[src/hw/rtl/assert_macros.svh]
// assertion helpers shared by the controller and datapath files
`ifndef ASSERT_MACROS_SVH
`define ASSERT_MACROS_SVH

`ifndef SYNTHESIS

// expression holds on every rising clock edge outside reset
`define ASSERT_HOLDS(label, clk, rst, expr) \
   label: assert property (@(posedge clk) disable iff (rst) (expr)) \
      else $error("assertion failed");

// consequent holds in the same cycle as the antecedent
`define ASSERT_IMPLIES(label, clk, rst, ante, cons) \
   label: assert property (@(posedge clk) disable iff (rst) (ante) |-> (cons)) \
      else $error("assertion failed");

// consequent holds in the cycle after the antecedent
`define ASSERT_NEXT(label, clk, rst, ante, cons) \
   label: assert property (@(posedge clk) disable iff (rst) (ante) |=> (cons)) \
      else $error("assertion failed");

`else

`define ASSERT_HOLDS(label, clk, rst, expr)
`define ASSERT_IMPLIES(label, clk, rst, ante, cons)
`define ASSERT_NEXT(label, clk, rst, ante, cons)

`endif

`endif

[src/hw/rtl/coo2csr_pkg.sv]
`timescale 1ns / 1ps

package coo2csr_pkg;

   // command codes on req_command
   typedef enum logic [2:0] {
      CMD_CLEAR    = 3'd0,
      CMD_COUNT    = 3'd1,
      CMD_FINALIZE = 3'd2,
      CMD_PLACE    = 3'd3,
      CMD_READ     = 3'd4
   } cmd_code_type;

   // controller states
   typedef enum logic [2:0] {
      ST_INIT,
      ST_IDLE,
      ST_CLEAR,
      ST_WALK,
      ST_EXEC
   } state_type;

   // capacity of the compressed arrays
   localparam int unsigned NNZ_MAX = 32'd65536;

   // controller to datapath
   typedef struct packed {
      logic accept;
      logic sweep;
      logic walk;
      logic exec;
      logic finish;
   } ctl_type;

   // datapath to controller
   typedef struct packed {
      logic sweep_last;
      logic walk_done;
   } sts_type;

endpackage

[src/hw/rtl/coo2csr_ctrl.sv]
`timescale 1ns / 1ps
`include "assert_macros.svh"

module coo2csr_ctrl import coo2csr_pkg::*; (
   input  logic       clock,
   input  logic       reset,
   input  logic       start,
   input  logic [2:0] req_command,
   input  sts_type    sts,
   output ctl_type    ctl,
   output logic       busy
);

   state_type state_ff;
   state_type state_in;
   logic [3:0] step_vec;

   // state register
   always_ff @(posedge clock) begin
      if (reset) begin
         state_ff <= ST_INIT;
      end else begin
         state_ff <= state_in;
      end
   end

   // next state and commands
   always_comb begin
      state_in = state_ff;
      ctl      = '0;
      case (state_ff)
         ST_INIT: begin
            ctl.sweep = 1'b1;
            if (sts.sweep_last) begin
               state_in = ST_IDLE;
            end
         end
         ST_IDLE: begin
            if (start) begin
               ctl.accept = 1'b1;
               case (req_command)
                  CMD_CLEAR:    state_in = ST_CLEAR;
                  CMD_FINALIZE: state_in = ST_WALK;
                  default:      state_in = ST_EXEC;
               endcase
            end
         end
         ST_CLEAR: begin
            ctl.sweep = 1'b1;
            if (sts.sweep_last) begin
               ctl.finish = 1'b1;
               state_in   = ST_IDLE;
            end
         end
         ST_WALK: begin
            ctl.walk = 1'b1;
            if (sts.walk_done) begin
               ctl.finish = 1'b1;
               state_in   = ST_IDLE;
            end
         end
         ST_EXEC: begin
            ctl.exec = 1'b1;
            state_in = ST_IDLE;
         end
         default: begin
            state_in = ST_INIT;
         end
      endcase
   end

   assign busy     = (state_ff != ST_IDLE);
   assign step_vec = {ctl.accept, ctl.sweep, ctl.walk, ctl.exec};

   // checks
   `ASSERT_HOLDS(a_one_step, clock, reset, $onehot0(step_vec))
   `ASSERT_NEXT(a_finish_idle, clock, reset, ctl.finish, state_ff == ST_IDLE)
   `ASSERT_NEXT(a_accept_busy, clock, reset, ctl.accept, busy)

endmodule

[config.mk]
export PLATFORM = sky130hd
export DESIGN_NAME = coo2csr_ctrl
export DESIGN_NICKNAME = d
export VERILOG_FILES = /design/src/hw/rtl/coo2csr_pkg.sv /design/src/hw/rtl/coo2csr_ctrl.sv
export VERILOG_INCLUDE_DIRS = /design/src /design/src/hw/rtl
export SDC_FILE = /design/constraint.sdc
export NUM_CORES = 1
export LEC_CHECK = 0
export CAP_MARGIN = 20
export CORE_AREA = 2 2 39 41
export DETAILED_ROUTE_END_ITERATION = 10
export DIE_AREA = 0 0 41 43
export DONT_BUFFER_PORTS = 1
export PLACE_DENSITY = 0.3
export SYNTH_ARGS = -nofsm -noshare
export SYNTH_HDL_FRONTEND = slang
export SYNTH_SLANG_ARGS = --single-unit
[constraint.sdc]
create_clock -name clock -period 1 [get_ports clock]
set_input_delay 0.2 -clock clock [delete_from_list [all_inputs] [get_ports clock]]
set_output_delay 0.2 -clock clock [all_outputs]
set_load 0.02 [all_outputs]
# Word-level counts from Yosys, hierarchy flattened

Cells that the tools add are included.
W data, S select, Z words.

Logic and storage cells: 27
Register bits: 3
Bits of input ports: 8
Output and inout port bits: 6

Multiplexer cells: 13
Reductions and logical operators: 4
Equal/unequal tests: 9

Operators with widths:

| kind                 | count |
|---|---|
| $pmux W3 S4          | 1 |
| $eq A3 B2 Y1 const B | 3 |
| $mux W3              | 3 |
| $mux W1              | 7 |
| $logic_not A3 Y1     | 2 |
| $pmux W3 S2          | 1 |
| $ne A2 B2 Y1 const B | 2 |
| $eq A3 B1 Y1 const B | 1 |
| $eq A3 B3 Y1 const B | 1 |
| $ne A3 B1 Y1 const B | 1 |
| $reduce_and A3 Y1    | 1 |
| $ne A2 B1 Y1 const B | 1 |
| $pmux W1 S2          | 1 |
| $reduce_or A2 Y1     | 1 |

# Logic depth before layout (Yosys ltp)

Gate-level depths: netlist of the first run.

Depth in word-level cells: 4
Depth in mapped cells: 3
Gate-level depth less buffers: 2

# Worst setup path after synthesis of the first run

No wires, ideal clock.

Path kind: register to output
Start point: reg state_ff[0]
End point: out ctl[0] (netlist bit)
Required time: 0.800 ns
Stages on the path, launching flop included: 4
Path buffers: 1
Path slack: -0.288 ns
Arrival: 1.088 ns
Cells stage by stage: dfxtp_1 -> buf_4 -> mux2i_1 -> nor3b_1

RTL lines:

| element                | RTL line           | RTL |
|---|---|---|
| from (decl)            | coo2csr_ctrl.sv:14 | `state_type state_ff;` |
| from (signal assigned) | coo2csr_ctrl.sv:23 | `state_ff <= state_in;` |
| to (decl)              | coo2csr_ctrl.sv:10 | `output ctl_type ctl,` |

==> key figures, run 1 <==
Run status
  – Run status: complete, but fails checks
  – Violated checks: negative setup slack

Synthesis
  – Number of instances in the synthesized netlist: 22
  – Syn_area_per_cell: 9.90 um^2
  – Synth unique cells: 16
  – Mux contribution to synthesized area: 0.0460
  – Xor/xnor share of the synthesized area: 0
  – Share of the synthesized area in the top cell type: 0.276
  – Largest family of logic cells by synthesized area: simple AND/OR/NAND/NOR gates
  – Synth area leader: sky130_fd_sc_hd__dfxtp_1
  – Post-synthesis compound-gate area fraction: 0.138
  – Main area contributors after synthesis: sky130_fd_sc_hd__dfxtp_1, sky130_fd_sc_hd__nor3b_1, sky130_fd_sc_hd__nor3b_4
  – Total nets after synthesis: 30
  – Area of the mapped netlist: 218 um^2
  – Post-Synth Adder-Cell Area: 0
  – YS warnings: 0
  – Seq/Total Area, Yosys: 0.276
  – Synth Register Bits: 3
  – Simple-gate area share of the yosys netlist: 0.471

Global route
  – Global-route usage over all layers: 0.0822
  – Overflow left after global routing: 0
  – Via count of the first global-routing pass: 205
  – Global-route wire length before repair: 848 um
  – Largest net degree at the start of global routing: 9
  – Number of antenna violations at the first check in global routing: 0

STA
  – Number of failing hold endpoints at the final stage: 0
  – Worst Clk Skew: 0.00432 ns
  – Slew at the pin closest to its max-slew limit: 0.238 ns
  – Max_slew headroom: 0.841
  – Clock period minus final worst setup slack: 1.29 ns
  – RSZ-0062 raised after global routing: yes
  – Ratio of final minimum period to clock period: 1.29
  – Fmax: 775 MHz
  – Fin. max-slew vios: 0
  – Finish-stage setup viols: 8
  – Setup ws final: -0.291 ns

Final layout
  – Share of cells above drive strength 1: 0.656
  – Layout Cells excl Fill: 48
  – Register bank with the most flops: state_ff
  – Post-route core utilization: 0.263
  – Final antenna diode count: 0
  – Registers with the highest flip-flop counts: state_ff: 3 flops
  – Register cell area after layout: 71.3 um^2
  – Max reg flops: 3
  – Layout net count: 41
  – Area added between synthesis and finish: 67.2%
  – Post-layout instance area: 364 um^2
  – Number of filler instances in the final layout: 151
  – Area of combinational cells with multiple inputs: 180 um^2

Place
  – Buffers on Ports: 0
  – Total placed instance area: 277 um^2
  – Placed Cells incl. Taps: 42
  – RePlAce Congestion: 0.691

Power
  – Internal power: 0.331 mW
  – Clock Power Share: 0.460
  – Switching power share of the total: 0.259
  – Net switching power: 0.116 mW
  – Power per cell area: 1230 nW/um^2
  – VDD IR max: 0.756 mV
  – Share of total power in sequential cells: 0.310
  – Pleak: 0.135 nW
  – Fraction of power consumed by combinational cells: 0.230

Critical path
  – Slowest CP cell: sky130_fd_sc_hd__dfxtp_4
  – Type of the setup path with the least slack: reg -> out
  – CP startpoint kind: flop
  – Data arrival time at the worst-slack endpoint: 1.09 ns
  – Cell-by-cell trace of the critical path: mux2i_4 -> nor3b_2 -> buf_4
  – Cell class contributing the biggest share of worst-path delay: flip-flops
  – Worst Path Required: 0.80 ns
  – Buffers & Inverters on Critical Path: 1
  – Largest driver fanout on the critical path: 7
  – Highest cell delay on the worst timing path: 0.37 ns
  – Crit. End Element: primary output

Routing
  – WL final: 563 um
  – DRC violation total after the first TritonRoute iteration: 0
  – Total number of vias: 209
  – Detailed-route wire length per cell: 11.7 um
  – Via density: 4.35
  – Number of detailed-routing iterations run before antenna repair: 1
  – DRC viols: 0
  – Count of nets left with antenna violations after detail routing: 0

Die
  – Width of the die: 41 um
  – Initial cell density of the core: 0.157
  – Y dimension of the die: 43 um
  – Std-Cell Rows: 14
  – Ports: 14
  – Core region area: 1380 um^2
  – Floorplan die area: 1760 um^2

Clock network
  – Maximum number of buffers from clock root to sink: 2
  – Worst-Skew Late Latency: 0.23 ns
  – Sinks on Clock Net: 3
  – CTS H-Tree Depth: 1
  – Buffer type at the clock tree root: sky130_fd_sc_hd__clkbuf_4
  – Total clock buffers created by CTS: 3
  – CTS tree: done
  – Post-CTS clock slew at the launch and capture registers of the worst setup and hold paths: 0.04 ns

Run
  – Maxcap violations: 0

Worst hold path
  – Hold WC Path Type: in -> reg
## placed cells by master (no fill, tap or decap), types with 2 or more instances in the layout
| cell type | n |
|---|---|
| sky130_fd_sc_hd__buf_4 | 6 |
| sky130_fd_sc_hd__clkbuf_4 | 3 |
| sky130_fd_sc_hd__dfxtp_4 | 3 |
| sky130_fd_sc_hd__nor2_1 | 2 |
| sky130_fd_sc_hd__nor3b_1 | 2 |
## cells in the mapped netlist, drive strengths merged
| library cell | n |
|---|---|
| or3b | 1 |
| o2bb2ai | 1 |
| o221a | 1 |
| o21ba | 1 |
| buf | 1 |
| or3 | 1 |
| nor3b | 4 |
| nand4bb | 1 |
| nor3 | 1 |
| and3b | 1 |
| dfxtp | 3 |
| mux2i | 1 |
| nand3b | 1 |
| inv | 2 |
| nor2 | 2 |
## power by group through the flow
stage	sequential, mW	combinational, mW	clock [mW]
finish	0.138	0.103	0.206
global route	0.141	0.109	0.233
CTS	0.139	0.0947	0.217
detailed placement	0.141	0.0804	0
global placement	0.141	0.0811	0
floorplan	0.133	0.0708	0
## worst register-to-register path: cells and delay by family, from the launching register on
| kind | cells | cell delay [ns] |
|---|---|---|
| DFF | 1 | 0.39 |
| buffers and inverters | 2 | 0.31 |
| and+or+nand+nor | 2 | 0.28 |
## final cells by class
cell class	instances	area share
inverters	2	0.0275
repair buffers	7	0.155
multi-input cells	16	0.495
clock buffers	4	0.0722
well taps	16	0.0550
flip-flops and latches	3	0.196
## final timing paths
| check | startpoint | endpoint | slack, ns | cells after the start |
|---|---|---|---|---|
| max | state_ff[0]$_SDFFE_PP0P_ | ctl[0] | -0.29 | 3 |
| max reg2reg | state_ff[0]$_SDFFE_PP0P_ | state_ff[2]$_SDFFE_PP0P_ | -0.08 | 4 |
| min | reset | state_ff[2]$_SDFFE_PP0P_ | 0.04 | 1 |
| min reg2reg | state_ff[2]$_SDFFE_PP0P_ | state_ff[1]$_SDFFE_PP0P_ | 0.59 | 2 |
## stage by stage
step | setup WS [ns] | hold WS (ns) | power (mW) | TNS, ns
2_1_floorplan | -0.0853 | 0.272 | 0.204 | -0.124
3_3_place_gp | -0.210 | 0.279 | 0.222 | -0.617
3_5_place_dp | -0.178 | 0.280 | 0.222 | -0.599
4_1_cts | -0.298 | 0.0345 | 0.451 | -1.08
5_1_grt | -0.334 | 0.0257 | 0.483 | -1.54
6_report | -0.291 | 0.0422 | 0.447 | -1.12
## what timing repair did
action / in CTS / in global routing
hold buffers: 0 / 0
hold endpoints to repair: 0 / 0
buffers inserted: 2 / 1
pin swaps: 1 / 2
resized for setup: 10 / 2
setup endpoints to repair: 9 / 8
## logic make-up after synthesis
family          count (synthesis)
simple gates                   12
compound gates                  3
flops                           3
buf+inv                         3
mux                             1
## per-layer routing
metal / part of all wire / global-route usage / vias up / wire (um)
li1: - / - / 102 / -
met1: 0.41 / 0.0831 / 94 / 229
met2: 0.47 / 0.109 / 13 / 264
met3: 0.12 / 0.0628 / 0 / 70
met4: 0 / 0.0600 / 0 / 0
met5: 0 / 0 / - / 0
(Power assumes the default switching activity.)
==> run 2, diff against run 1 <==
--- a/config.mk
+++ b/config.mk
@@ -6,12 +6,12 @@
 export SDC_FILE = /design/constraint.sdc
 export NUM_CORES = 1
 export LEC_CHECK = 0
+export BUFFER_PORTS_ARGS = -buffer_cell sky130_fd_sc_hd__buf_2
 export CAP_MARGIN = 20
 export CORE_AREA = 2 2 39 41
 export DETAILED_ROUTE_END_ITERATION = 10
 export DIE_AREA = 0 0 41 43
-export DONT_BUFFER_PORTS = 1
-export PLACE_DENSITY = 0.3
+export PLACE_DENSITY = 0.36
 export SYNTH_ARGS = -nofsm -noshare
 export SYNTH_HDL_FRONTEND = slang
 export SYNTH_SLANG_ARGS = --single-unit
==> constraint.sdc (replaced) <==
create_clock -name clock -period 1.6 [get_ports clock]
set_input_delay 0.32 -clock clock [delete_from_list [all_inputs] [get_ports clock]]
set_output_delay 0.32 -clock clock [all_outputs]
set_load 0.02 [all_outputs]
==> key figures, run 2 (synthesized netlist as in run 1, its figures left out) <==
STA
  – Fin. max-slew vios: 0 (unchanged)
  – Final sum of negative setup slack: 0 ns (+1.12 ns)
  – RSZ-0062 raised after global routing: no
  – Fmax: 675 MHz
  – Number of failing hold endpoints at the final stage: 0 (unchanged)
  – Finish-stage setup viols: 0 (-8)
  – Setup ws final: 0.118 ns (+0.408 ns)
  – Slew at the pin closest to its max-slew limit: 0.253 ns (+0.0151 ns)
  – Clock period minus final worst setup slack: 1.48 ns
  – Max_slew headroom: 0.831 (-0.00997)
  – Worst hold-check slack: 0.311 ns (+0.269 ns)
  – Worst Clk Skew: 0.00229 ns (-0.00203 ns)
  – Ratio of final minimum period to clock period: 0.926

Critical path
  – Worst reg2reg path depth: 2 (-2)
  – Endpoint of the lowest-slack register-to-register path: state_ff[0]$_SDFFE_PP0P_
  – Largest driver fanout on the critical path: 8 (+1)
  – Cell-by-cell trace of the critical path: or3b_1 -> buf_2
  – Type of the setup path with the least slack: reg -> out
  – Worst Path Required: 1.28 ns (+0.48 ns)
  – Buffers & Inverters on Critical Path: 1 (unchanged)
  – Setup slack on the worst flop-to-flop path: 0.64 ns (+0.72 ns)
  – Slowest CP cell: sky130_fd_sc_hd__dfxtp_2
  – Worst flop-to-flop path startpoint: state_ff[2]$_SDFFE_PP0P_
  – CP startpoint kind: flop
  – Cell class contributing the biggest share of worst-path delay: flip-flops
  – Data arrival time at the worst-slack endpoint: 1.16 ns (+0.07 ns)
  – Crit. End Element: primary output
  – Crit path from: state_ff[0]$_SDFFE_PP0P_
  – Highest cell delay on the worst timing path: 0.41 ns (+0.04 ns)

Die
  – Floorplan die area: 1760 um^2 (unchanged)
  – Core region area: 1380 um^2 (unchanged)
  – Initial cell density of the core: 0.157 (unchanged)
  – Y dimension of the die: 43 um (unchanged)
  – Ports: 14 (unchanged)
  – Std-Cell Rows: 14 (unchanged)
  – Width of the die: 41 um (unchanged)

Final layout
  – Final antenna diode count: 0 (unchanged)
  – Register bank with the most flops: state_ff
  – Layout net count: 47 (+15%)
  – Most common cell after layout, fill and taps aside: sky130_fd_sc_hd__buf_2
  – Share of cells above drive strength 1: 0.526 (-0.130)
  – Registers with the highest flip-flop counts: state_ff: 3 flops
  – Number of filler instances in the final layout: 156 (+3.3%)
  – Max reg flops: 3 (unchanged)
  – Register cell area after layout: 61.3 um^2 (-14%)
  – Area of combinational cells with multiple inputs: 143 um^2 (-21%)
  – Area added between synthesis and finish: 48.3%
  – Most used cells in the layout excluding fill and tap cells: sky130_fd_sc_hd__buf_2, sky130_fd_sc_hd__nor3b_1, sky130_fd_sc_hd__clkbuf_4

Routing
  – Count of nets left with antenna violations after detail routing: 0 (unchanged)
  – Total number of vias: 216 (+3.3%)
  – DRC viols: 0 (unchanged)
  – Detailed-route wire length per cell: 9.54 um (-19%)
  – Via density: 4.00 (-8.1%)
  – WL final: 515 um (-8.5%)
  – Number of detailed-routing iterations run before antenna repair: 3 (+2)
  – DRC violation total after the first TritonRoute iteration: 3 (+3)

Global route
  – Met3 usage: 0.0628 (unchanged)
  – Global-route wire length before repair: 828 um (-2.4%)
  – Largest net degree at the start of global routing: 9 (unchanged)
  – Met1 GRT Util: 0.0769 (-0.00614)
  – Global-route usage over all layers: 0.0742 (-0.00794)
  – Overflow left after global routing: 0 (unchanged)
  – Via count of the first global-routing pass: 217 (+5.9%)
  – Met2 usage: 0.109 (unchanged)
  – Number of antenna violations at the first check in global routing: 0 (unchanged)
  – Most congested layer reported by global routing: met2

Clock network
  – Sinks on Clock Net: 3 (unchanged)
  – Buffer type at the clock tree root: sky130_fd_sc_hd__clkbuf_4
  – Maximum number of buffers from clock root to sink: 2 (unchanged)
  – Total clock buffers created by CTS: 3 (unchanged)
  – Post-CTS setup-driven buffer insertion count: 0 (-2)
  – Post-CTS clock slew at the launch and capture registers of the worst setup and hold paths: 0.04 ns (about the same)
  – CTS H-Tree Depth: 1 (unchanged)
  – Worst-Skew Late Latency: 0.23 ns (about the same)
  – Hold buffer count at CTS: 0 (unchanged)
  – CTS tree: done

Worst hold path
  – Hold_sp: reset
  – Cell depth of the worst hold path: 2 (+1)
  – Worst Hold Endpoint: state_ff[2]$_SDFFE_PP0P_
  – Hold WC Path Type: in -> reg

Power
  – VDD IR max: 0.315 mV (-58%)
  – Power per cell area: 830 nW/um^2 (-32%)
  – Pleak: 0.149 nW (+10%)

Place
  – DP Worst Slack: 0.255 ns (+0.433 ns)
  – Detailed placement HPWL: 416 um
  – RePlAce Congestion: 0.690 (-0.16%)
  – Buffers on Ports: 13 (+13)

Run
  – Maxcap violations: 0 (unchanged)

Run status
  – Run status: completed
==> run 2: changes by cell type in the layout (fill, tap and decap cells not counted), moves of 2 or more <==
cell and delta:
sky130_fd_sc_hd__buf_2 +13, sky130_fd_sc_hd__buf_4 -6, sky130_fd_sc_hd__dfxtp_1 +2, sky130_fd_sc_hd__dfxtp_4 -3
==> run 2: worst max-delay path by stage <==
stage	endpoint	slack [ns]	depth (start not counted)
after floorplan	ctl[0]	0.19	3
after CTS	busy	0.10	2
after global routing	ctl[0]	0.05	3
after global placement	ctl[0]	0.28	3
after detailed placement	busy	0.26	2
final	busy	0.12	2
==> run 2: layer usage <==
metal	vias up	share of wire
li1	114	-
met1	90	0.46
met2	12	0.41
met3	0	0.14
met4	0	0
met5	-	0
==> run 2: area by class of cell <==
cell class,count,share of cell area
multi-input combinational,16,0.442
timing repair buffer,13,0.202
sequential,3,0.190
clock buffer,4,0.0814
tap,16,0.0620
inverter,2,0.0233
==> run 2: per-stage QoR <==
stage,utilization,instance area [um^2],instances,total power [mW]
after floorplan,-,218,22,0.122
after global placement,0.213,295,50,0.140
after detailed placement,0.213,295,50,0.141
after CTS,0.233,323,54,0.277
after global routing,0.233,323,54,0.289
final,0.233,323,54,0.268
==> run 2: repair_timing <==
action,in CTS,in global routing
endpoints found under the hold margin,0,0
gates resized for setup,1,0
endpoints found under the setup margin,2,0
==> run 2: power by group <==
part / internal [mW] / switching [mW]
Clock: 0.0931 / 0.0344
Sequential: 0.0797 / 0.00876
Combinational: 0.0259 / 0.0259
Total: 0.199 / 0.0691
==> run 3, diff against run 2 <==
--- a/config.mk
+++ b/config.mk
@@ -12,6 +12,7 @@
 export DETAILED_ROUTE_END_ITERATION = 10
 export DIE_AREA = 0 0 41 43
 export PLACE_DENSITY = 0.36
+export SETUP_SLACK_MARGIN = 0.4
 export SYNTH_ARGS = -nofsm -noshare
 export SYNTH_HDL_FRONTEND = slang
 export SYNTH_SLANG_ARGS = --single-unit
==> key figures, run 3 (synthesized netlist as in run 1, its figures left out) <==
Clock network
  – Total clock buffers created by CTS: 3 (unchanged)
  – CTS tree: done
  – Buffer type at the clock tree root: sky130_fd_sc_hd__clkbuf_4
  – Sinks on Clock Net: 3 (unchanged)
  – Hold buffer count at CTS: 0 (unchanged)
  – CTS H-Tree Depth: 1 (unchanged)
  – Maximum number of buffers from clock root to sink: 2 (unchanged)
  – Post-CTS clock slew at the launch and capture registers of the worst setup and hold paths: 0.04 ns (about the same)
  – Worst-Skew Late Latency: 0.23 ns (about the same)

Critical path
  – Crit path from: state_ff[0]$_SDFFE_PP0P_
  – Worst Path Required: 1.28 ns (about the same)
  – Worst flop-to-flop path startpoint: state_ff[0]$_SDFFE_PP0P_
  – Data arrival time at the worst-slack endpoint: 1.12 ns (-0.04 ns)
  – Worst reg2reg path depth: 4 (+2)
  – Crit. End Element: primary output
  – Largest driver fanout on the critical path: 6 (-2)
  – CP startpoint kind: flop
  – Type of the setup path with the least slack: reg -> out

Final layout
  – Post-route core utilization: 0.318 (+0.0850)
  – Most common cell after layout, fill and taps aside: sky130_fd_sc_hd__buf_2
  – Number of filler instances in the final layout: 154 (-1.3%)
  – Layout net count: 54 (+15%)
  – Final antenna diode count: 0 (unchanged)
  – Post-layout instance area: 440 um^2 (+36%)
  – Registers with the highest flip-flop counts: state_ff: 3 flops
  – Share of cells above drive strength 1: 0.711 (+0.185)
  – Most used cells in the layout excluding fill and tap cells: sky130_fd_sc_hd__buf_2, sky130_fd_sc_hd__buf_6, sky130_fd_sc_hd__buf_4
  – Area added between synthesis and finish: 102%
  – Max reg flops: 3 (unchanged)
  – Register bank with the most flops: state_ff

Power
  – Fraction of power consumed by combinational cells: 0.291 (+0.098)
  – VDD IR max: 0.293 mV (-7.1%)
  – Switching power share of the total: 0.272 (+0.0138)
  – Pleak: 0.202 nW (+35%)
  – Internal power: 0.221 mW (+11%)
  – Clock Power Share: 0.434 (-0.042)
  – Power per cell area: 690 nW/um^2 (-17%)
  – Share of total power in sequential cells: 0.275 (-0.055)
  – Net switching power: 0.0826 mW (+20%)

Routing
  – DRC viols: 0 (unchanged)
  – Total number of vias: 253 (+17%)
  – Detailed-route wire length per cell: 10.6 um (+12%)
  – Number of detailed-routing iterations run before antenna repair: 2 (-1)
  – Count of nets left with antenna violations after detail routing: 0 (unchanged)
  – Via density: 4.15 (+3.7%)
  – WL final: 649 um (+26%)
  – DRC violation total after the first TritonRoute iteration: 3 (unchanged)

STA
  – Fmax: 694 MHz (+2.9%)
  – Final sum of negative setup slack: 0 ns (unchanged)
  – Worst hold-check slack: 0.300 ns (-0.0107 ns)
  – Max_slew headroom: 0.862 (+0.0313)
  – Ratio of final minimum period to clock period: 0.901 (-0.0260)
  – Setup ws final: 0.159 ns (+0.0416 ns)
  – Fin. max-slew vios: 0 (unchanged)
  – Number of failing hold endpoints at the final stage: 0 (unchanged)
  – Worst Clk Skew: 0.000923 ns (-0.00137 ns)
  – Slew at the pin closest to its max-slew limit: 0.203 ns (-0.0505 ns)
  – Finish-stage setup viols: 0 (unchanged)
  – Clock period minus final worst setup slack: 1.44 ns (-0.0416 ns)
  – RSZ-0062 raised after global routing: yes

Global route
  – Global-route usage over all layers: 0.0863 (+0.0121)
  – Overflow left after global routing: 0 (unchanged)
  – Largest net degree at the start of global routing: 7 (-2)
  – Via count of the first global-routing pass: 242 (+12%)
  – Global-route wire length before repair: 952 um (+15%)
  – Number of antenna violations at the first check in global routing: 0 (unchanged)

Die
  – Floorplan die area: 1760 um^2 (unchanged)
  – Y dimension of the die: 43 um (unchanged)
  – Width of the die: 41 um (unchanged)
  – Ports: 14 (unchanged)
  – Core region area: 1380 um^2 (unchanged)
  – Std-Cell Rows: 14 (unchanged)
  – Initial cell density of the core: 0.157 (unchanged)

Worst hold path
  – Hold_sp: reset
  – Hold WC Path Type: in -> reg
  – Cell depth of the worst hold path: 2 (unchanged)

Place
  – Total placed instance area: 300 um^2 (+1.7%)
  – RePlAce Congestion: 0.607 (-12%)
  – DP Worst Slack: 0.237 ns (-0.0182 ns)
  – Buffers on Ports: 13 (unchanged)

Run status
  – Run status: completed

Run
  – Maxcap violations: 0 (unchanged)
run 3: cell types whose count changed in the layout (fill, tap and decap cells not counted), sizes merged:
cell  change
buf       +7
run 3: power by group through the flow:
stage / Combinational [mW] / Clock, mW / Sequential [mW]
final: 0.0885 / 0.132 / 0.0835
after detailed placement: 0.0531 / 0 / 0.0892
after floorplan: 0.0405 / 0 / 0.0824
after CTS: 0.0865 / 0.141 / 0.0825
after global routing: 0.0955 / 0.149 / 0.0843
after global placement: 0.0527 / 0 / 0.0887
run 3: path summary, 6_finish.rpt:
check / to / slack, ns
worst min register to register: state_ff[2]$_SDFFE_PP0P_ / 0.58
worst max-delay path: busy / 0.16
worst min-delay path: state_ff[2]$_SDFFE_PP0P_ / 0.30
worst max register to register: state_ff[0]$_SDFFE_PP0P_ / 0.47
run 3: critical path: stages (launching register included):
cell and delay [ns]:
sky130_fd_sc_hd__dfxtp_4 0.37, sky130_fd_sc_hd__or3b_1 0.37, sky130_fd_sc_hd__buf_6 0.14
run 3: through the flow:
| step | total power, mW | std cells |
|---|---|---|
| floorplan | 0.123 | 22 |
| global placement | 0.141 | 50 |
| detailed placement | 0.142 | 50 |
| CTS | 0.310 | 61 |
| global route | 0.329 | 61 |
| finish | 0.304 | 61 |
run 3: repair_timing:
action / in CTS / in global routing
buffers inserted: 7 / 0
endpoints found under the setup margin: 6 / 6
resized for setup: 19 / 2
pin swaps: 3 / 1
run 3: layer usage:
layer / wire length (um) / vias up / global-route usage
met3: 50 / 0 / 0.0314
met1: 260 / 112 / 0.0932
met4: 0 / 0 / 0.0800
met2: 338 / 14 / 0.122
li1: - / 127 / -
met5: 0 / - / 0
run 3: cell type report:
class	instances	area, um^2	share of cell area
multi-input combinational	16	159	0.361
timing repair buffer	20	156	0.355
sequential	3	71.3	0.162
clock buffer	4	26.3	0.0597
tap	16	20.0	0.0455
inverter	2	7.51	0.0170
